`src/rtl/core/tasm_pkg.sv`:
```
// Shared types and default constants for the three-axis sliding median unit.
// Depends on nothing; imported by tasm_sort_lane and the top level.
package tasm_pkg;

   // Default window length and sample width
   localparam int WINDOW_LEN_DEF  = 7;
   localparam int SAMPLE_BITS_DEF = 16;

   // Top-level sequencer states, one-hot
   typedef enum logic [2:0] {
      ST_IDLE = 3'b001,
      ST_SCAN = 3'b010,
      ST_DONE = 3'b100
   } state_type;

   // Control from the sequencer to each sorting lane
   typedef struct packed {
      logic clear;   // empty the sorted list
      logic insert;  // insert the lane's data word this cycle
   } lane_ctrl_type;

endpackage

```
`src/rtl/core/tasm_ram.sv`:
```
// Generic single-write, single-read RAM with registered read data.
// Depends on nothing.
module tasm_ram #(
   parameter int WIDTH = 48,
   parameter int DEPTH = 7
) (
   input  logic                     clock,
   input  logic                     wr_en,
   input  logic [$clog2(DEPTH)-1:0] wr_addr,
   input  logic [WIDTH-1:0]         wr_data,
   input  logic                     rd_en,
   input  logic [$clog2(DEPTH)-1:0] rd_addr,
   output logic [WIDTH-1:0]         rd_data
);

   logic [WIDTH-1:0] mem_ff [DEPTH];
   logic [WIDTH-1:0] rd_data_ff;

   // Write port
   always_ff @(posedge clock) begin
      if (wr_en) begin
         mem_ff[wr_addr] <= wr_data;
      end
   end

   // Registered read port
   always_ff @(posedge clock) begin
      if (rd_en) begin
         rd_data_ff <= mem_ff[rd_addr];
      end
   end

   assign rd_data = rd_data_ff;

endmodule

```
`src/rtl/core/tasm_sort_lane.sv`:
```
// Insertion sorter for one axis: takes one window entry a cycle into an
// ascending list and presents the middle entry. Depends on tasm_pkg.
module tasm_sort_lane #(
   parameter int WINDOW_LEN  = 7,
   parameter int SAMPLE_BITS = 16
) (
   input  logic                          clock,
   input  logic                          reset,
   input  tasm_pkg::lane_ctrl_type       ctrl,
   input  logic signed [SAMPLE_BITS-1:0] ins_data,
   output logic signed [SAMPLE_BITS-1:0] median
);
   import tasm_pkg::*;

   localparam int CW  = $clog2(WINDOW_LEN + 1);
   localparam int MID = WINDOW_LEN / 2;

   logic signed [SAMPLE_BITS-1:0] sort_ff [WINDOW_LEN];
   logic signed [SAMPLE_BITS-1:0] sort_in [WINDOW_LEN];
   logic [CW-1:0]                 cnt_ff;
   logic [WINDOW_LEN-1:0]         le;

   // Mark filled entries not above the new word; sorted, so a prefix
   always_comb begin
      for (int i = 0; i < WINDOW_LEN; i++) begin
         le[i] = (CW'(i) < cnt_ff) && (sort_ff[i] <= ins_data);
      end
   end

   // Keep the prefix, drop the new word in after it, shift the rest up
   always_comb begin
      for (int i = 0; i < WINDOW_LEN; i++) begin
         if (le[i]) begin
            sort_in[i] = sort_ff[i];
         end else if (i == 0) begin
            sort_in[i] = ins_data;
         end else if (le[i-1]) begin
            sort_in[i] = ins_data;
         end else begin
            sort_in[i] = sort_ff[i-1];
         end
      end
   end

   // Hold the sorted list
   always_ff @(posedge clock) begin
      if (ctrl.insert) begin
         for (int i = 0; i < WINDOW_LEN; i++) begin
            sort_ff[i] <= sort_in[i];
         end
      end
   end

   // Track the fill count
   always_ff @(posedge clock) begin
      if (reset || ctrl.clear) begin
         cnt_ff <= '0;
      end else if (ctrl.insert) begin
         cnt_ff <= cnt_ff + CW'(1);
      end
   end

   assign median = sort_ff[MID];

endmodule

```
`src/rtl/core/three_axis_sliding_median_unit.sv`:
```
// Top level of the three-axis sliding median unit.
// Depends on tasm_pkg, tasm_ram and tasm_sort_lane.
//
// Each accepted beat writes one x/y/z sample into a shared circular window
// of WINDOW_LEN slots and returns one beat with the median of each axis
// window (sorted position WINDOW_LEN/2; the upper middle for even lengths).
// Windows start at zero after reset, so early results include those zeros.
// A new beat is not accepted until the previous one has loaded its result:
// the window lives in a single RAM with one read port, so the window is
// streamed out one slot a cycle into three insertion sorters. After the
// beat is accepted, the scan runs, the registered read of the last slot
// is sorted, the sequencer sees the read pipe empty, and the result
// register loads once the result channel is free. A new beat is accepted
// while a finished result waits on the result channel.
module three_axis_sliding_median_unit #(
   parameter int WINDOW_LEN  = tasm_pkg::WINDOW_LEN_DEF,
   parameter int SAMPLE_BITS = tasm_pkg::SAMPLE_BITS_DEF
) (
   input  logic                          clock,
   input  logic                          reset,
   input  logic                          req_valid,
   output logic                          req_ready,
   input  logic signed [SAMPLE_BITS-1:0] req_accel_x,
   input  logic signed [SAMPLE_BITS-1:0] req_accel_y,
   input  logic signed [SAMPLE_BITS-1:0] req_accel_z,
   output logic                          rsp_valid,
   input  logic                          rsp_ready,
   output logic signed [SAMPLE_BITS-1:0] rsp_median_x,
   output logic signed [SAMPLE_BITS-1:0] rsp_median_y,
   output logic signed [SAMPLE_BITS-1:0] rsp_median_z
);
   import tasm_pkg::*;

   localparam int AW = $clog2(WINDOW_LEN);
   localparam int CW = $clog2(WINDOW_LEN + 1);
   localparam int RW = 3 * SAMPLE_BITS;

   state_type            state_ff, state_in;
   logic [AW-1:0]        slot_ff, slot_in;
   logic [CW-1:0]        scan_ff, scan_in;
   logic                 rd_pend_ff, rd_pend_in;
   logic                 rd_valid_ff;
   logic [WINDOW_LEN-1:0] valid_ff;
   logic                 rsp_valid_ff, rsp_valid_in;
   logic signed [SAMPLE_BITS-1:0] med_x_ff, med_y_ff, med_z_ff;

   logic                 req_beat;
   logic                 rd_issue;
   logic                 rsp_load;
   logic [AW-1:0]        rd_addr;
   logic [RW-1:0]        rd_data;
   logic signed [SAMPLE_BITS-1:0] ins_x, ins_y, ins_z;
   logic signed [SAMPLE_BITS-1:0] lane_x, lane_y, lane_z;
   lane_ctrl_type        lane_ctrl;

   assign req_ready = (state_ff == ST_IDLE);
   assign req_beat  = req_valid && req_ready;
   assign rd_issue  = (state_ff == ST_SCAN) && (scan_ff < CW'(WINDOW_LEN));
   assign rd_addr   = scan_ff[AW-1:0];
   assign rsp_load  = (state_ff == ST_DONE) && (!rsp_valid_ff || rsp_ready);

   // Window store: one slot holds all three axes
   tasm_ram #(
      .WIDTH (RW),
      .DEPTH (WINDOW_LEN)
   ) u_window (
      .clock   (clock),
      .wr_en   (req_beat),
      .wr_addr (slot_ff),
      .wr_data ({req_accel_z, req_accel_y, req_accel_x}),
      .rd_en   (rd_issue),
      .rd_addr (rd_addr),
      .rd_data (rd_data)
   );

   // Slots never written since reset read as zero
   assign ins_x = rd_valid_ff ? rd_data[SAMPLE_BITS-1:0]               : '0;
   assign ins_y = rd_valid_ff ? rd_data[2*SAMPLE_BITS-1:SAMPLE_BITS]   : '0;
   assign ins_z = rd_valid_ff ? rd_data[3*SAMPLE_BITS-1:2*SAMPLE_BITS] : '0;

   assign lane_ctrl.clear  = req_beat;
   assign lane_ctrl.insert = rd_pend_ff;

   tasm_sort_lane #(
      .WINDOW_LEN  (WINDOW_LEN),
      .SAMPLE_BITS (SAMPLE_BITS)
   ) u_lane_x (
      .clock    (clock),
      .reset    (reset),
      .ctrl     (lane_ctrl),
      .ins_data (ins_x),
      .median   (lane_x)
   );

   tasm_sort_lane #(
      .WINDOW_LEN  (WINDOW_LEN),
      .SAMPLE_BITS (SAMPLE_BITS)
   ) u_lane_y (
      .clock    (clock),
      .reset    (reset),
      .ctrl     (lane_ctrl),
      .ins_data (ins_y),
      .median   (lane_y)
   );

   tasm_sort_lane #(
      .WINDOW_LEN  (WINDOW_LEN),
      .SAMPLE_BITS (SAMPLE_BITS)
   ) u_lane_z (
      .clock    (clock),
      .reset    (reset),
      .ctrl     (lane_ctrl),
      .ins_data (ins_z),
      .median   (lane_z)
   );

   // Sequence: write on accept, stream the window out, then load the result
   always_comb begin
      state_in     = state_ff;
      slot_in      = slot_ff;
      scan_in      = scan_ff;
      rd_pend_in   = rd_issue;
      rsp_valid_in = rsp_valid_ff;
      if (rsp_valid_ff && rsp_ready) begin
         rsp_valid_in = 1'b0;
      end
      case (state_ff)
         ST_IDLE: begin
            if (req_beat) begin
               slot_in  = (slot_ff == AW'(WINDOW_LEN - 1)) ? '0 : slot_ff + AW'(1);
               scan_in  = '0;
               state_in = ST_SCAN;
            end
         end
         ST_SCAN: begin
            if (rd_issue) begin
               scan_in = scan_ff + CW'(1);
            end else if (!rd_pend_ff) begin
               state_in = ST_DONE;
            end
         end
         ST_DONE: begin
            if (rsp_load) begin
               rsp_valid_in = 1'b1;
               state_in     = ST_IDLE;
            end
         end
         default: begin
            state_in = ST_IDLE;
         end
      endcase
   end

   // Advance control state
   always_ff @(posedge clock) begin
      if (reset) begin
         state_ff     <= ST_IDLE;
         slot_ff      <= '0;
         scan_ff      <= '0;
         rd_pend_ff   <= 1'b0;
         rsp_valid_ff <= 1'b0;
      end else begin
         state_ff     <= state_in;
         slot_ff      <= slot_in;
         scan_ff      <= scan_in;
         rd_pend_ff   <= rd_pend_in;
         rsp_valid_ff <= rsp_valid_in;
      end
   end

   // Mark slots written since reset; pipe the mark alongside the read
   always_ff @(posedge clock) begin
      if (reset) begin
         valid_ff    <= '0;
         rd_valid_ff <= 1'b0;
      end else begin
         if (req_beat) begin
            valid_ff[slot_ff] <= 1'b1;
         end
         if (rd_issue) begin
            rd_valid_ff <= valid_ff[rd_addr];
         end
      end
   end

   // Hold the result beat
   always_ff @(posedge clock) begin
      if (rsp_load) begin
         med_x_ff <= lane_x;
         med_y_ff <= lane_y;
         med_z_ff <= lane_z;
      end
   end

   assign rsp_valid    = rsp_valid_ff;
   assign rsp_median_x = med_x_ff;
   assign rsp_median_y = med_y_ff;
   assign rsp_median_z = med_z_ff;

endmodule
```
`config.mk`:
```
export PLATFORM = sky130hd
export DESIGN_NAME = three_axis_sliding_median_unit
export DESIGN_NICKNAME = d
export VERILOG_FILES = /design/src/rtl/core/tasm_pkg.sv /design/src/rtl/core/tasm_ram.sv /design/src/rtl/core/tasm_sort_lane.sv /design/src/rtl/core/three_axis_sliding_median_unit.sv
export SDC_FILE = /design/constraint.sdc
export NUM_CORES = 1
export LEC_CHECK = 0
export BUFFER_PORTS_ARGS = -buffer_cell sky130_fd_sc_hd__buf_2
export CAP_MARGIN = 30
export CORE_UTILIZATION = 50
export CTS_BUF_LIST = sky130_fd_sc_hd__clkbuf_2
export DETAILED_ROUTE_END_ITERATION = 10
export GPL_TIMING_DRIVEN = 0
export PLACE_DENSITY = 0.69
export SLEW_MARGIN = 20
export SYNTH_ARGS = -nofsm -noshare
export SYNTH_HDL_FRONTEND = slang
export SYNTH_SLANG_ARGS = --single-unit
```
`constraint.sdc`:
```
create_clock -name clock -period 5.9 [get_ports clock]
set_clock_uncertainty 0.2 [all_clocks]
set_input_delay 0.295 -clock clock [delete_from_list [all_inputs] [get_ports clock]]
set_output_delay 0.295 -clock clock [all_outputs]
set_load 0.02 [all_outputs]
```
==> reports/qor.yml <==
flow_run:
  maxCapViolations: 0
cells_and_area:
  drive_above_1_share_pct: 20.8
  nFillCells: 5119
  areaGrowthSynthToFinish_pct: 15.2
  instances_no_fill: 3777
  nets: 3039
detailed_routing:
  wl_per_cell_um: 22.0
  routed_wl_um: 83100
  first_pass_iters: 8
  drc: 0
  drt-initial-drc-count: 1985
  vias: 22500
  ant_nets: 0
  vias_per_cell: 5.95
sta:
  slew_headroom_pct: 31.9
  tightest_slew_ns: 1.02
  hold_violations: 0
  rsz0062_at_grt: "no"
  period_needed_ns: 5.05
  whs_ns: 0.191
  drv_slew: 0
  fmax_mhz: 198
  min_period_over_period_pct: 85.6
  setup_viol: 0
clock_tree:
  clockBufferDepth: 3
  clk_pin_slew_worst_paths_ns: 0.12
  cts_inserted_buffers: 162
  post_cts_buffers: 0
  cts_resized: 0
  clk_latency_ns: 1.38
  clockRootBuffer: "clkbuf_2"
  cts_tree: "done"
  cts.sinks: 652
  cts_max_level: 4
power_and_ir_drop:
  power.density_mw_per_mm2: 260
  p_sw_share_pct: 27.3
  p_comb_share_pct: 11.0
  vdd_drop_max_uv: 194
  total_power_w: 0.00957
  p_clk_share_pct: 32.2
  total_leakage_power_nw: 12.9
  internal_power_w: 0.00696
  pwr-share-seq_pct: 56.8
  power_switching_w: 0.00261
die:
  start_util_pct: 50.7
  coreArea_mm2: 0.0631
  die_x_um: 255
  dieArea_mm2: 0.0650
  die_h_um: 255
  io-pin-count: 102
  rows: 92
critical_path:
  arrival_ns: 5.81
  cp-start-kind: "flip-flop"
  worstSetupPathType: "flip-flop to flip-flop"
  crit_path_end_kind: "flip-flop"
  cp.required_ns: 6.66
  crit_path_max_fanout: 16
logic_synthesis:
  synth_area_mm2: 0.0320
  yosysUniqueCellTypes: 79
  synth_edf_count: 624
  synthArstFlopShare_pct: 0
  yosysSeqAreaShare_pct: 60.4
  syn_inst: 2373
  syn_area_per_cell_um2: 13.5
  synth_ff_type: "edfxtp_1"
  yosys_warnings: 0
  synth_fp_nets: 2621
  synth-seq-cells: 652
global_routing:
  globalRouteOverflowTotal: 0
  grt_pass1_wl_um: 128000
  grt_start_max_net_pins: 49
  first_global_vias: 22700
  antenna_found_initial: 7
  track_usage_pct: 25.9
placement:
  dp_cells: 3357
  place_congestion: 0.904
  dp_hpwl_um: 57700
  placement.io_buffers: 100
worst_hold_path:
  hold_path.class: "input port to flip-flop"
run_status:
  status: "complete, no violations"
[timing repair]
item | 4_1_cts | 5_1_grt
endpoints found under the setup margin | 0 | 0
hold buffers | 115 | 0
endpoints found under the hold margin | 740 | 0
[worst max-delay path: stages (launching register included)]
cell	delay, ns
dfxtp_1	0.48
clkbuf_1	0.54
clkbuf_1	0.44
nand2_1	0.35
ha_1	0.46
nand3_1	0.09
nor3_1	0.36
a21o_1	0.18
a31oi_1	0.06
mux2i_2	0.51
buf_2	0.34
and2_1	0.65
[per-stage QoR]
step                util (%)  area (um^2)  setup TNS, ns  setup WS, ns
finish                  58.4        36800              0         0.851
global route            58.4        36800              0         0.530
CTS                     58.3        36800              0         0.954
detailed placement      54.1        34100              0         0.978
global placement        53.2        33500        -395.45         -2.46
floorplan                  -        32000              0         0.561
[final cells by class]
cell class	count	area [um^2]	area share (%)
flip-flops and latches	652	19300	52.4
multi-input cells	1510	11900	32.4
repair buffers	254	2130	5.79
plain buffers	136	576	1.56
well taps	846	1060	2.87
diodes	7	17.5	0.0476
inverters	75	283	0.768
clock buffers	228	1140	3.10
clock inverters	69	399	1.08
[cells in the final DEF (no fill, tap or decap), types with 14 or more instances in the layout]
cell type	instances
nand3_1	195
buf_6	15
a21oi_1	85
nand2_1	154
and2_1	20
buf_1	15
dfxtp_1	28
o21ai_0	97
ha_1	196
clkinv_2	14
clkbuf_1	97
nor2_1	67
dlygate4sd3_1	115
edfxtp_1	624
or3_1	20
mux2_2	93
nor2b_1	44
buf_2	116
a21o_1	66
clkbuf_2	229
o21a_1	16
a22oi_1	32
a31oi_1	23
nand4_1	37
clkinv_1	44
nor4_1	32
o311ai_0	17
o31ai_1	21
nor3_1	28
mux4_2	49
mux2i_1	57
inv_1	72
buf_4	22
[routing by layer]
metal	track usage, %	wire, um	part of all wire (%)	up-vias
met5	0	20	0.024	-
met2	43.1	40500	49	959
met1	33.6	34800	42	11100
met4	9.46	1990	2.4	4
met3	5.33	5810	7.0	161
li1	-	-	-	10300
[synth_stat cells (4+ instances only)]
| cell | count | area (um^2) |
|---|---|---|
| a21o_1 | 66 | 495 |
| mux4_2 | 49 | 1100 |
| edfxtp_1 | 624 | 18700 |
| nor2b_1 | 44 | 275 |
| and2_1 | 20 | 125 |
| xnor2_1 | 8 | 70.1 |
| a22oi_1 | 32 | 240 |
| or3_1 | 20 | 125 |
| nand2b_1 | 7 | 43.8 |
| o311ai_0 | 17 | 149 |
| a32oi_1 | 13 | 114 |
| buf_6 | 4 | 45.0 |
| mux2_4 | 9 | 135 |
| a21oi_1 | 86 | 430 |
| inv_1 | 72 | 270 |
| o31ai_1 | 22 | 165 |
| nand3_1 | 195 | 976 |
| buf_2 | 16 | 80.1 |
| and3_1 | 6 | 37.5 |
| o211ai_1 | 7 | 52.6 |
| mux2i_1 | 57 | 571 |
| nand4_1 | 37 | 231 |
| o311ai_1 | 12 | 105 |
| dfxtp_1 | 28 | 561 |
| nor2_1 | 71 | 267 |
| o22ai_1 | 7 | 43.8 |
| a31oi_1 | 23 | 144 |
| ha_1 | 196 | 2450 |
| nand2_1 | 154 | 578 |
| mux2_1 | 8 | 90.1 |
| buf_4 | 4 | 30.0 |
| mux2_2 | 93 | 1050 |
| o21a_1 | 16 | 120 |
| o21ai_0 | 97 | 485 |
| clkbuf_1 | 97 | 364 |
| a311oi_1 | 13 | 114 |
| nor3_1 | 31 | 155 |
| buf_1 | 15 | 56.3 |
| nor4_1 | 33 | 206 |
[power groups by stage]
stage	combinational (W)	clock, W	sequential, W
finish	0.00106	0.00308	0.00543
global route	0.00114	0.00340	0.00545
CTS	0.00105	0.00317	0.00543
detailed placement	0.000986	0	0.00554
global placement	0.000891	0	0.00555
floorplan	0.000619	0	0.00552
[flip-flops by register name, indices dropped and copies added (netlist names), 7 cells and up]
name	flops
u_lane_x.sort_ff	64
valid_ff	7
rsp_median_z	16
rsp_median_y	16
u_window.rd_data	48
u_lane_z.sort_ff	64
rsp_median_x	16
u_lane_y.sort_ff	64
u_window.mem_ff	336
[cell families after synthesis]
logic type                 synth area share, %
AOI/OAI and AO/OA                         9.81
xor gates and xnor gates                 0.301
adders and majority gates                 7.67
buffers and inverters                     2.68
DFF                                       60.4
muxes                                     9.26
and+or+nand+nor                           9.91
[final timing paths]
check                                          end  slack [ns]                        startpoint  cells after the start
hold reg to reg          rsp_median_z[2]$_DFFE_PP_        0.24  u_lane_z.sort_ff[3][2]$_DFFE_PP_                      0
hold / removal     u_window.mem_ff[4][6]$_DFFE_PP_        0.19                    req_accel_x[6]                      3
setup reg to reg  u_lane_x.sort_ff[0][5]$_DFFE_PP_        0.85          rd_valid_ff$_SDFFE_PP0P_                     11
setup / recovery  u_lane_x.sort_ff[0][5]$_DFFE_PP_        0.85          rd_valid_ff$_SDFFE_PP0P_                     11
Power figures use the tool's default switching activity.
